$ cat src/rtl/core/rta_pkg.sv
`default_nettype none
package rta_pkg;

	localparam int unsigned ValueBits = 64;

	typedef enum logic [1:0] {
		FUNC_DEC    = 2'd0,
		FUNC_OCT    = 2'd1,
		FUNC_HEX_UP = 2'd2,
		FUNC_HEX_LO = 2'd3
	} func_t;

	typedef enum logic [2:0] {
		ST_IDLE,
		ST_CONV,
		ST_SKIP,
		ST_EMIT,
		ST_EMPTY
	} state_t;

	typedef struct packed {
		logic load;
		logic dabble;
		logic shift;
		logic emit_empty;
	} cmd_t;

	typedef struct packed {
		logic empty_in;
		logic dec_in;
		logic bit_done;
		logic top_zero;
		logic cnt_one;
	} status_t;

	function automatic logic [6:0] ascii_digit(input logic [3:0] d, input logic lower);
		logic [6:0] c;
		begin
			if (d < 4'd10) begin
				c = 7'h30 + 7'(d);
			end else if (lower) begin
				c = 7'h61 + 7'(d) - 7'd10;
			end else begin
				c = 7'h41 + 7'(d) - 7'd10;
			end
			return c;
		end
	endfunction

endpackage
`default_nettype wire

$ cat src/rtl/core/rta_in_if.sv
`default_nettype none
interface rta_in_if;
	import rta_pkg::*;

	logic                 valid;
	logic                 ready;
	logic [ValueBits-1:0] value;
	logic [1:0]           func;
	logic                 precision_zero;

	modport source (output valid, output value, output func, output precision_zero,
		input ready);
	modport sink (input valid, input value, input func, input precision_zero,
		output ready);
endinterface
`default_nettype wire

$ cat src/rtl/core/rta_out_if.sv
`default_nettype none
interface rta_out_if;
	logic       valid;
	logic       ready;
	logic [6:0] digit_char;
	logic       last;
	logic       empty_res;

	modport source (output valid, output digit_char, output last, output empty_res,
		input ready);
	modport sink (input valid, input digit_char, input last, input empty_res,
		output ready);
endinterface
`default_nettype wire

$ cat src/rtl/core/unsigned_radix_to_ascii_unit.sv
`default_nettype none
// Sequence: after accept, octal and hex skip leading zero digits, then emit the digits from the top down.
// Decimal first runs the one-bit-per-cycle shift-and-add-3 loop over all VALUE_WIDTH bits.
// A new item is accepted only in idle, after the last digit of the previous one; each digit holds until dout.ready.
// Zero with zero precision: one empty result in the cycle after accept.
// Reset: asynchronous arst_n returns the controller to idle; no other state is cleared.
module unsigned_radix_to_ascii_unit #(
	parameter int unsigned VALUE_WIDTH = 64
) (
	input  wire logic clk,
	input  wire logic arst_n,
	rta_in_if.sink    din,
	rta_out_if.source dout
);
	import rta_pkg::*;

	cmd_t    cmd;
	status_t sts;
	logic    in_ready;
	logic    out_valid;

	rta_ctrl u_ctrl (
		.clk       (clk),
		.arst_n    (arst_n),
		.in_valid  (din.valid),
		.in_ready  (in_ready),
		.out_valid (out_valid),
		.out_ready (dout.ready),
		.sts       (sts),
		.cmd       (cmd)
	);

	rta_datapath #(
		.VALUE_WIDTH (VALUE_WIDTH)
	) u_datapath (
		.clk               (clk),
		.in_value          (din.value),
		.in_func           (din.func),
		.in_precision_zero (din.precision_zero),
		.cmd               (cmd),
		.sts               (sts),
		.digit_char        (dout.digit_char),
		.last              (dout.last),
		.empty_res         (dout.empty_res)
	);

	assign din.ready  = in_ready;
	assign dout.valid = out_valid;
endmodule
`default_nettype wire

$ cat src/rtl/core/rta_ctrl.sv
`default_nettype none
module rta_ctrl (
	input  wire logic            clk,
	input  wire logic            arst_n,
	input  wire logic            in_valid,
	output logic                 in_ready,
	output logic                 out_valid,
	input  wire logic            out_ready,
	input  wire rta_pkg::status_t sts,
	output rta_pkg::cmd_t        cmd
);
	import rta_pkg::*;

	state_t state_q;
	state_t state_d;

	always_ff @(posedge clk or negedge arst_n) begin
		if (!arst_n) begin
			state_q <= ST_IDLE;
		end else begin
			state_q <= state_d;
		end
	end

	always_comb begin
		state_d   = state_q;
		cmd       = '0;
		in_ready  = 1'b0;
		out_valid = 1'b0;
		unique case (state_q)
			ST_IDLE: begin
				in_ready = 1'b1;
				if (in_valid) begin
					cmd.load = 1'b1;
					if (sts.empty_in) begin
						state_d = ST_EMPTY;
					end else if (sts.dec_in) begin
						state_d = ST_CONV;
					end else begin
						state_d = ST_SKIP;
					end
				end
			end
			ST_CONV: begin
				cmd.dabble = 1'b1;
				if (sts.bit_done) begin
					state_d = ST_SKIP;
				end
			end
			ST_SKIP: begin
				if (sts.top_zero && !sts.cnt_one) begin
					cmd.shift = 1'b1;
				end else begin
					state_d = ST_EMIT;
				end
			end
			ST_EMIT: begin
				out_valid = 1'b1;
				if (out_ready) begin
					cmd.shift = 1'b1;
					if (sts.cnt_one) begin
						state_d = ST_IDLE;
					end
				end
			end
			ST_EMPTY: begin
				out_valid      = 1'b1;
				cmd.emit_empty = 1'b1;
				if (out_ready) begin
					state_d = ST_IDLE;
				end
			end
			default: begin
				state_d = ST_IDLE;
			end
		endcase
	end
endmodule
`default_nettype wire

$ cat src/rtl/core/rta_datapath.sv
`default_nettype none
module rta_datapath #(
	parameter int unsigned VALUE_WIDTH = 64
) (
	input  wire logic                          clk,
	input  wire logic [rta_pkg::ValueBits-1:0] in_value,
	input  wire logic [1:0]                    in_func,
	input  wire logic                          in_precision_zero,
	input  wire rta_pkg::cmd_t                 cmd,
	output rta_pkg::status_t                   sts,
	output logic [6:0]                         digit_char,
	output logic                               last,
	output logic                               empty_res
);
	import rta_pkg::*;

	localparam int unsigned NDIG = (VALUE_WIDTH + 2) / 3;
	localparam int unsigned PADW = NDIG * 4;
	localparam int unsigned BW   = $clog2(VALUE_WIDTH);
	localparam int unsigned CW   = $clog2(NDIG + 1);

	logic [PADW-1:0]        digits_q;
	logic [VALUE_WIDTH-1:0] val_q;
	logic [BW-1:0]          bit_q;
	logic [CW-1:0]          cnt_q;
	logic                   lower_q;

	logic [VALUE_WIDTH-1:0] val_in;
	logic [PADW-1:0]        pad_in;
	logic [PADW-1:0]        oct_in;
	logic [PADW-1:0]        adj;
	logic [3:0]             top;

	assign val_in = in_value[VALUE_WIDTH-1:0];
	assign pad_in = PADW'(val_in);
	assign top    = digits_q[PADW-1 -: 4];

	always_comb begin
		for (int i = 0; i < NDIG; i++) begin
			oct_in[4*i +: 4] = {1'b0, pad_in[3*i +: 3]};
			if (digits_q[4*i +: 4] >= 4'd5) begin
				adj[4*i +: 4] = digits_q[4*i +: 4] + 4'd3;
			end else begin
				adj[4*i +: 4] = digits_q[4*i +: 4];
			end
		end
	end

	always_ff @(posedge clk) begin
		if (cmd.load) begin
			val_q   <= val_in;
			bit_q   <= BW'(VALUE_WIDTH - 1);
			cnt_q   <= CW'(NDIG);
			lower_q <= (func_t'(in_func) == FUNC_HEX_LO);
			unique case (func_t'(in_func))
				FUNC_DEC:                 digits_q <= '0;
				FUNC_OCT:                 digits_q <= oct_in;
				FUNC_HEX_UP, FUNC_HEX_LO: digits_q <= pad_in;
				default:                  digits_q <= pad_in;
			endcase
		end else if (cmd.dabble) begin
			digits_q <= {adj[PADW-2:0], val_q[VALUE_WIDTH-1]};
			val_q    <= {val_q[VALUE_WIDTH-2:0], 1'b0};
			bit_q    <= bit_q - BW'(1);
		end else if (cmd.shift) begin
			digits_q <= {digits_q[PADW-5:0], 4'd0};
			cnt_q    <= cnt_q - CW'(1);
		end
	end

	always_comb begin
		sts.empty_in = (val_in == '0) && in_precision_zero;
		sts.dec_in   = (func_t'(in_func) == FUNC_DEC);
		sts.bit_done = (bit_q == '0);
		sts.top_zero = (top == 4'd0);
		sts.cnt_one  = (cnt_q == CW'(1));
	end

	assign digit_char = cmd.emit_empty ? 7'd0 : ascii_digit(top, lower_q);
	assign last       = cmd.emit_empty | sts.cnt_one;
	assign empty_res  = cmd.emit_empty;
endmodule
`default_nettype wire
$ cat src/flat_wrapper.sv
// flat-port wrapper written by rule: the top's interface ports become plain ports
module unsigned_radix_to_ascii_unit_flat import rta_pkg::*;
#(
	parameter int unsigned VALUE_WIDTH = 64
)
  (clk, arst_n, din_valid, din_value, din_func, din_precision_zero, din_ready, dout_valid, dout_digit_char, dout_last, dout_empty_res, dout_ready);
  rta_in_if din_i ();
  rta_out_if dout_i ();
  input  wire logic clk;
  input  wire logic arst_n;
  input wire logic [$bits(din_i.valid)-1:0] din_valid;
  input wire logic [$bits(din_i.value)-1:0] din_value;
  input wire logic [$bits(din_i.func)-1:0] din_func;
  input wire logic [$bits(din_i.precision_zero)-1:0] din_precision_zero;
  output wire logic [$bits(din_i.ready)-1:0] din_ready;
  output wire logic [$bits(dout_i.valid)-1:0] dout_valid;
  output wire logic [$bits(dout_i.digit_char)-1:0] dout_digit_char;
  output wire logic [$bits(dout_i.last)-1:0] dout_last;
  output wire logic [$bits(dout_i.empty_res)-1:0] dout_empty_res;
  input wire logic [$bits(dout_i.ready)-1:0] dout_ready;
  assign din_i.valid = din_valid;
  assign din_i.value = din_value;
  assign din_i.func = din_func;
  assign din_i.precision_zero = din_precision_zero;
  assign din_ready = din_i.ready;
  assign dout_valid = dout_i.valid;
  assign dout_digit_char = dout_i.digit_char;
  assign dout_last = dout_i.last;
  assign dout_empty_res = dout_i.empty_res;
  assign dout_i.ready = dout_ready;
  unsigned_radix_to_ascii_unit #(.VALUE_WIDTH(VALUE_WIDTH)) u_core (.clk(clk), .arst_n(arst_n), .din(din_i), .dout(dout_i));
endmodule
$ cat config.mk
export PLATFORM = sky130hd
export DESIGN_NAME = unsigned_radix_to_ascii_unit_flat
export DESIGN_NICKNAME = d
export VERILOG_FILES = /design/src/rtl/core/rta_pkg.sv /design/src/rtl/core/rta_in_if.sv /design/src/rtl/core/rta_out_if.sv /design/src/rtl/core/unsigned_radix_to_ascii_unit.sv /design/src/rtl/core/rta_ctrl.sv /design/src/rtl/core/rta_datapath.sv /design/src/flat_wrapper.sv
export SDC_FILE = /design/constraint.sdc
export NUM_CORES = 1
export LEC_CHECK = 0
export ABC_AREA = 1
export BUFFER_PORTS_ARGS = -buffer_cell sky130_fd_sc_hd__buf_2
export CORE_ASPECT_RATIO = 1.5
export CORE_UTILIZATION = 40
export CTS_CLUSTER_SIZE = 10
export DETAILED_ROUTE_END_ITERATION = 16
export PLACE_DENSITY = 0.65
export SLEW_MARGIN = 20
export SYNTH_ARGS = -nofsm -noshare
export SYNTH_HDL_FRONTEND = slang
export SYNTH_HIERARCHICAL = 1
export SYNTH_SLANG_ARGS = --single-unit
$ cat constraint.sdc
create_clock -name clk -period 5.5 [get_ports clk]
set_input_delay 0 -clock clk [delete_from_list [all_inputs] [get_ports clk]]
set_output_delay 0 -clock clk [all_outputs]
set_load 0.03 [all_outputs]
## Word level (Yosys, flattened, before mapping)

Cells that the tools add are included.

- Bits in registers: 167
- Input bits: 71
- Logic and storage cells: 137

- $add $sub $neg: 29
- $lt $le $gt $ge: 23
- Eq/ne operators: 14
- Muxes and demuxes: 49
- Bitwise logic cells: 2
- Reductions and logical operators: 14

Operators with widths:

| operator | number |
|---|---|
| 2-to-1 mux 88 bit | 3 |
| one-hot mux 88 bit (3 select lines) | 1 |
| 2-to-1 mux 64 bit | 2 |
| >= comparator 4 x 3 -> 1 bit (second input constant) | 22 |
| adder 4 x 2 -> 4 bit (second input constant) | 21 |
| 2-to-1 mux 4 bit | 21 |
| zero test 64 bit | 1 |
| 2-to-1 mux 3 bit | 8 |
| 2-to-1 mux 7 bit | 3 |
| one-hot mux 3 bit (5 select lines) | 1 |
| subtractor 7 x 4 -> 7 bit (second input constant) | 2 |
| inequality test 2 bit (second input constant) | 5 |
| 2-to-1 mux 1 bit | 8 |
| adder 6 x 4 -> 7 bit (first input constant) | 1 |
| adder 6 x 5 -> 7 bit (first input constant) | 1 |
| adder 7 x 4 -> 7 bit (first input constant) | 1 |
| == test 3 x 2 -> 1 bit (second input constant) | 2 |
| zero test 6 bit | 1 |
| AND reduction 6 bit | 1 |
| subtractor 6 x 1 -> 6 bit (second input constant) | 1 |
| == test 5 x 1 -> 1 bit (second input constant) | 1 |
| subtractor 5 x 1 -> 5 bit (second input constant) | 1 |
| == test 2 bit (second input constant) | 2 |
| zero test 4 bit | 1 |
| 18 further kinds | 20 |

## Longest topological paths before layout

Gate-level depths: netlist of the first run.

- Word-level depth: 8
- Gate-level depth with buffers: 15
- Depth with buffers taken out: 15

## By module

Netlist of the first run, hierarchy kept.

Modules (own cells, without submodules):

| module | instances | cells an instance | area each (sq um) | seq. area each (sq um) |
|---|---|---|---|---|
| rta_datapath | 1 | 1,220 | 9,979.6 | 4,814.6 |
| rta_ctrl | 1 | 50 | 297.8 | 75.1 |

## Least setup slack after synthesis of the first run

Ideal clock, no wire load.

- Path type: register -> register
- Start: register u_core.u_ctrl.state_q[2]
- End: register u_core.u_datapath.digits_q[0] (enable)
- Library setup time: 0.449 ns
- Arrival time: 3.341 ns
- Slack: 1.710 ns
- Stages on the path, launching flop included: 11
- Path buffers: 3
- Period minus slack after synthesis: 3.790 ns
- Cells stage by stage: dfrtp_1 -> nor2_2 -> nand2_1 -> nor2_1 -> buf_4 -> inv_6 -> nand2_2 -> inv_2 -> buf_6 -> buf_4 -> nand2_1

RTL lines:

| item | RTL line | text |
|---|---|---|
| from (decl) | rta_ctrl.sv:14 | `state_t state_q;` |
| from (signal assigned) | rta_ctrl.sv:21 | `state_q <= state_d;` |
| to (signal assigned) | rta_datapath.sv:57 | `FUNC_OCT: digits_q <= oct_in;` |
| to (signal assigned) | rta_datapath.sv:58 | `FUNC_HEX_UP, FUNC_HEX_LO: digits_q <= pad_in;` |
| to (signal assigned) | rta_datapath.sv:59 | `default: digits_q <= pad_in;` |
| to (decl) | rta_datapath.sv:22 | `logic [PADW-1:0] digits_q;` |

==> results.yml, run 1 <==
timing:
  setup_viol: 0
  clock_skew_ps: 5.73
  fmax_mhz: 329
  hold_violations: 0
  drv_slew: 0
  max-slew-margin-rel_pct: 25.7
  fin_crit_sh_pct: 55.2
  worst_slack_ps: 2460
  fin_crit_ps: 3040
  fin_tns_setup_ps: 0
  worstMarginPinSlew_ps: 1110
  rsz0062_at_grt: "false"
  holdWs_ps: 25.5
finish:
  fillers: 2449
  final_cell_area_sq_um: 12000
  drive_above_1_share_pct: 9.57
  num_antenna_cells: 0
  layout_common_cells: "nand2_1, edfxtp_1, inv_1, nor2_1, buf_2"
  final_common_cell: "nand2_1"
  syn2layout_area_growth_pct: 16.9
  nets: 1506
critical_path:
  required_ps: 5760
  critPathLaunchType: "flip-flop"
  crit_arrival_ps: 3300
  crit_path_end_kind: "flip-flop"
  crit_fanout: 73
  critical_path_class: "reg2reg"
floorplanning:
  io_pins: 82
  die_area_sq_um: 26400
  die_y_um: 198
  die_w_um: 133
  initial_core_util_pct: 40.9
  placeableCoreArea_sq_um: 25100
  num_rows: 71
grt:
  gr-total-overflow: 0
  grt_pass1_wl_mm: 44.6
  grt_pass1_vias: 9017
  grt_max_degree: 83
  antenna_found_initial: 0
  grt_usage_pct: 21.7
synth:
  syn_inst: 1270
  ys_ff_latch: 167
  synthTopCellsByArea: "edfxtp_1, nand2_1, ha_1"
  syn_area_per_cell_sq_um: 8.09
  yosysUniqueCellTypes: 35
  synth.largest_area_cell: "edfxtp_1"
  syn_nets: 1389
  synth_top_area_share_pct: 44.7
  synth.yosys.seq_area_share_pct: 47.6
  netlist_area_sq_um: 10300
  yosys_warnings: 6
drt:
  drc: 0
  drt_first_pass_iters: 5
  detail-route-antenna-nets: 0
  wl_per_cell_um: 16.0
  vias: 9042
  topRoutingLayerUsed: "met4"
  initialDrtViolationCount: 664
  finalWirelength_mm: 27.7
  routed-wl-met2_mm: 14.1
  routed-wl-met3_mm: 1.16
  met1_length_mm: 11.7
  viasPerCell: 5.23
power_and_ir_drop:
  p_per_area_nw_per_um2: 609
  total_leakage_power_uw: 0.00533
  worst_ir_drop_vdd_mv: 0.412
clock_tree:
  tritoncts: "built"
  cts_setup_buffers: 0
  htree_levels: 4
  root_buffer: "clkbuf_16"
  clkTransAtPathRegs_ps: 60
  clk_latency_ps: 430
  clock_path_buffers: 2
  cts_sinks: 167
  cts_buffers: 17
placement:
  port_buffers: 81
  dp_hpwl_mm: 18.7
  gp_congestion: 0.904
  dpl_cell_area_sq_um: 10900
  pre_cts_ws_ps: 2430
job:
  max_cap_violations: 0
run_status:
  status: "finished clean"
min_path:
  min_path_type: "in2reg"
## what timing repair did
action                                 4_1_cts  5_1_grt
hold buffers                                57        0
resized for setup                            0        0
endpoints found under the hold margin       59        0
## routing by layer
layer,global-route usage [%],up-vias
met1,25.3,4274
li1,-,4470
met5,0,-
met3,3.23,47
met4,8.64,0
met2,39.6,251
## critical path: stages (launching register included)
cell	delay, ps
dfrtp_1	460
inv_2	70
nand2_1	170
nor2_4	60
inv_6	390
nand2_4	220
inv_2	570
buf_4	550
o21ai_0	180
o22ai_1	140
## sequential cells by signal (all words and copies together) (netlist names)
register	count
u_core/u_datapath/digits_q	88
u_core/u_datapath/val_q	64
u_core/u_datapath/bit_q	6
u_core/u_datapath/cnt_q	5
u_core/u_ctrl/state_q	3
u_core/u_datapath/lower_q	1
## cell families (layout without fill, tap and decap cells)
group / Yosys count / in the layout / synth area share (%)
DFF: 167 / 167 / 47.6
and+or+nand+nor: 604 / 604 / 23.9
AOI/OAI and AO/OA: 232 / 232 / 12.6
adders and majority gates: 48 / 48 / 5.84
buffers and inverters: 194 / 324 / 7.96
xor gates and xnor gates: 25 / 25 / 2.13
## stage by stage
stage,util [%],std cells,total power (uW)
after floorplan,-,1270,5310
after global placement,43.4,1639,6050
after detailed placement,43.4,1639,6150
after CTS,47.8,1728,7340
after global routing,47.8,1728,7910
final,47.8,1728,7320
## cells in the mapped netlist
| library cell | number |
|---|---|
| a211oi_1 | 1 |
| a21oi_1 | 73 |
| a22oi_1 | 1 |
| buf_2 | 23 |
| buf_4 | 7 |
| buf_6 | 4 |
| clkbuf_1 | 12 |
| dfrtp_1 | 3 |
| dfxtp_1 | 11 |
| edfxtp_1 | 153 |
| ha_1 | 48 |
| inv_1 | 142 |
| inv_2 | 5 |
| inv_6 | 1 |
| nand2_1 | 406 |
| nand2_2 | 4 |
| nand2_4 | 1 |
| nand3_1 | 77 |
| nand3_2 | 1 |
| nand3b_1 | 5 |
| nand4_1 | 2 |
| nor2_1 | 92 |
| nor2_2 | 3 |
| nor2_4 | 2 |
| nor3_1 | 8 |
| nor3_2 | 1 |
| o211ai_1 | 5 |
| o21a_1 | 1 |
| o21ai_0 | 68 |
| o21ai_1 | 22 |
| o221ai_1 | 15 |
| o22ai_1 | 46 |
| or2_1 | 1 |
| or2_2 | 1 |
| xor2_1 | 25 |
## layout make-up
class | count | area [sq um] | area share [%]
inverters | 148 | 562 | 4.67
clock buffers | 26 | 512 | 4.26
multi-input cells | 909 | 4590 | 38.2
clock inverters | 6 | 35.0 | 0.291
flip-flops and latches | 167 | 4890 | 40.7
repair buffers | 144 | 1020 | 8.49
well taps | 328 | 410 | 3.41
## power breakdown
group	leakage (uW)	internal [uW]	switching (uW)
Combinational	0.00345	1040	2210
Sequential	0.00160	2460	465
Clock	0.000274	644	494
Total	0.00533	4140	3170
## final timing paths
path	startpoint	endpoint	slack, ps	cells after the start
setup / recovery	u_core/u_ctrl/state_q[1]	u_core/u_datapath/digits_q[87]	2460	9
hold / removal	din_value[44]	u_core/u_datapath/val_q[44]	30	3
setup reg to reg	u_core/u_ctrl/state_q[1]	u_core/u_datapath/digits_q[87]	2460	9
hold reg to reg	u_core/u_datapath/cnt_q[4]	u_core/u_datapath/cnt_q[4]	480	2
max in group asynchronous	arst_n	u_core/u_ctrl/state_q[0]	4870	3
min in group asynchronous	arst_n	u_core/u_ctrl/state_q[2]	470	3
Note: power is estimated with default switching activity, not from simulation.
==> run 2: changes to the inputs <==
PLACE_DENSITY = 0.67   (was 0.65)
clock period = 2.62 ns   (was 5.5 ns; I/O delays follow)
==> run 2 against run 1 <==
Net effect: hold slack got worse by 24 ps; worst setup slack worse by 2300 ps; clock skew increased by 4.9 ps; largest cell class unchanged.
==> results.yml, run 2 (synthesis gave the netlist of run 1 again) <==
finish:
  fin_cells: 1738
  drive_above_1_share_pct: 10.4
  num_antenna_cells: 0
  final_common_cell: "nand2_1"
  layout_common_cells: "nand2_1, edfxtp_1, inv_1, nor2_1, buf_2"
  largest_reg_flops: 88
  utilization_pct: 48.7
  seq_area_sq_um: 4890
  reg.largest.list: "u_core/u_datapath/digits_q (88), u_core/u_datapath/val_q (64), u_core/u_datapath/bit_q (6)"
  syn2layout_area_growth_pct: 19.1
  regMostFlops: "u_core/u_datapath/digits_q"
  nets: 1516
  fillers: 2386
  multi_input_area_sq_um: 4590
placement:
  gp_congestion: 0.896
  placedCellCount: 1646
  port_buffers: 81
  dp_hpwl_mm: 19.4
timing:
  worstMarginPinSlew_ps: 714
  max-slew-margin-rel_pct: 52.4
  hold_violations: 0
  setup_viol: 0
  fin_tns_setup_ps: 0
  fin_crit_ps: 2500
  fin_crit_sh_pct: 95.3
  fmax_mhz: 401
  drv_slew: 0
  rsz0062_at_grt: "true"
  clock_skew_ps: 10.6
grt:
  grt_pass1_vias: 9112
  gr-total-overflow: 0
  antenna_found_initial: 1
  grt_usage_pct: 22.1
  grt_max_degree: 83
  grt_pass1_wl_mm: 45.2
power_and_ir_drop:
  total_leakage_power_uw: 0.00542
  worst_ir_drop_vdd_mv: 0.774
  p_per_area_nw_per_um2: 1290
critical_path:
  crit_fanout: 28
  crit_path_end_kind: "flip-flop"
  critPathLaunchType: "flip-flop"
  required_ps: 2810
  worstPathCellList: "inv_2 > nand2_1 > nor2_4 > inv_6 > nand2_4 > inv_2 > nand2_4 > buf_12"
  critical_path_class: "reg2reg"
  crit_arrival_ps: 2690
  critical_path.max_stage_delay_ps: 480
  reg2reg_depth: 8
  cpMaxStageDelayCell: "dfrtp_1"
drt:
  detail-route-antenna-nets: 0
  viasPerCell: 5.28
  finalWirelength_mm: 28.0
  drc: 0
  drt_first_pass_iters: 5
  wl_per_cell_um: 16.1
  initialDrtViolationCount: 654
  vias: 9176
clock_tree:
  tritoncts: "built"
  cts_sinks: 167
  root_buffer: "clkbuf_16"
  clk_latency_ps: 440
  clock_path_buffers: 2
  htree_levels: 4
  cts_buffers: 17
  clkTransAtPathRegs_ps: 70
floorplanning:
  placeableCoreArea_sq_um: 25100
  die_w_um: 133
  num_rows: 71
  die_y_um: 198
  io_pins: 82
  die_area_sq_um: 26400
  initial_core_util_pct: 40.9
min_path:
  min_path_type: "in2reg"
  holdPathStages: 3
job:
  max_cap_violations: 0
run_status:
  status: "finished clean"
run 2: stage by stage:
step	total power, uW	cell area, sq um	hold slack [ps]	setup slack, ps
final	15800	12200	1.32	124
after global routing	17100	12200	11.9	-29.4
after CTS	15900	12200	3.23	107
after detailed placement	13100	11000	-197	128
after global placement	12900	11000	-195	188
after floorplan	11100	10300	-296	169
run 2: where the power goes:
group / switching (uW) / internal, uW / leakage, uW / total (uW)
clock: 1110 / 1510 / 0.000287 / 2620
sequential: 969 / 5120 / 0.00160 / 6090
combinational: 4710 / 2410 / 0.00353 / 7120
total: 6790 / 9040 / 0.00542 / 15800
run 2: path summary, 6_finish.rpt:
check	startpoint	endpoint	slack (ps)
max	u_core/u_ctrl/state_q[1]	u_core/u_datapath/digits_q[34]	120
max reg2reg	u_core/u_ctrl/state_q[1]	u_core/u_datapath/digits_q[34]	120
max in group asynchronous	arst_n	u_core/u_ctrl/state_q[2]	2020
min reg2reg	u_core/u_datapath/cnt_q[4]	u_core/u_datapath/cnt_q[4]	490
min	din_value[35]	u_core/u_datapath/val_q[35]	1
min in group asynchronous	arst_n	u_core/u_ctrl/state_q[1]	430
run 2: critical path, delay by kind of cell (launching register included):
family / cells / cell delay [ps]
and+or+nand+nor: 4 / 750
buffers and inverters: 4 / 990
DFF: 1 / 480
run 2: timing repair:
action | CTS | global route
setup buffers | 0 | 0
hold buffers | 60 | 0
gates resized for setup | 0 | 2
setup endpoints to repair | 0 | 44
endpoints found under the hold margin | 63 | 0
run 2: layout make-up:
class / count / area share, %
inverter: 148 / 4.58
sequential: 167 / 40.0
clock buffer: 18 / 3.51
timing repair buffer: 154 / 9.69
tap: 328 / 3.35
multi-input combinational: 909 / 37.5
clock inverter: 14 / 1.40
run 2: layer usage:
metal	vias to the layer above	wire (um)	global-route usage, %
met5	-	8	0
met4	2	845	9.71
met3	53	1980	4.38
met2	336	14100	39.6
met1	4282	11100	25.4
li1	4503	-	-
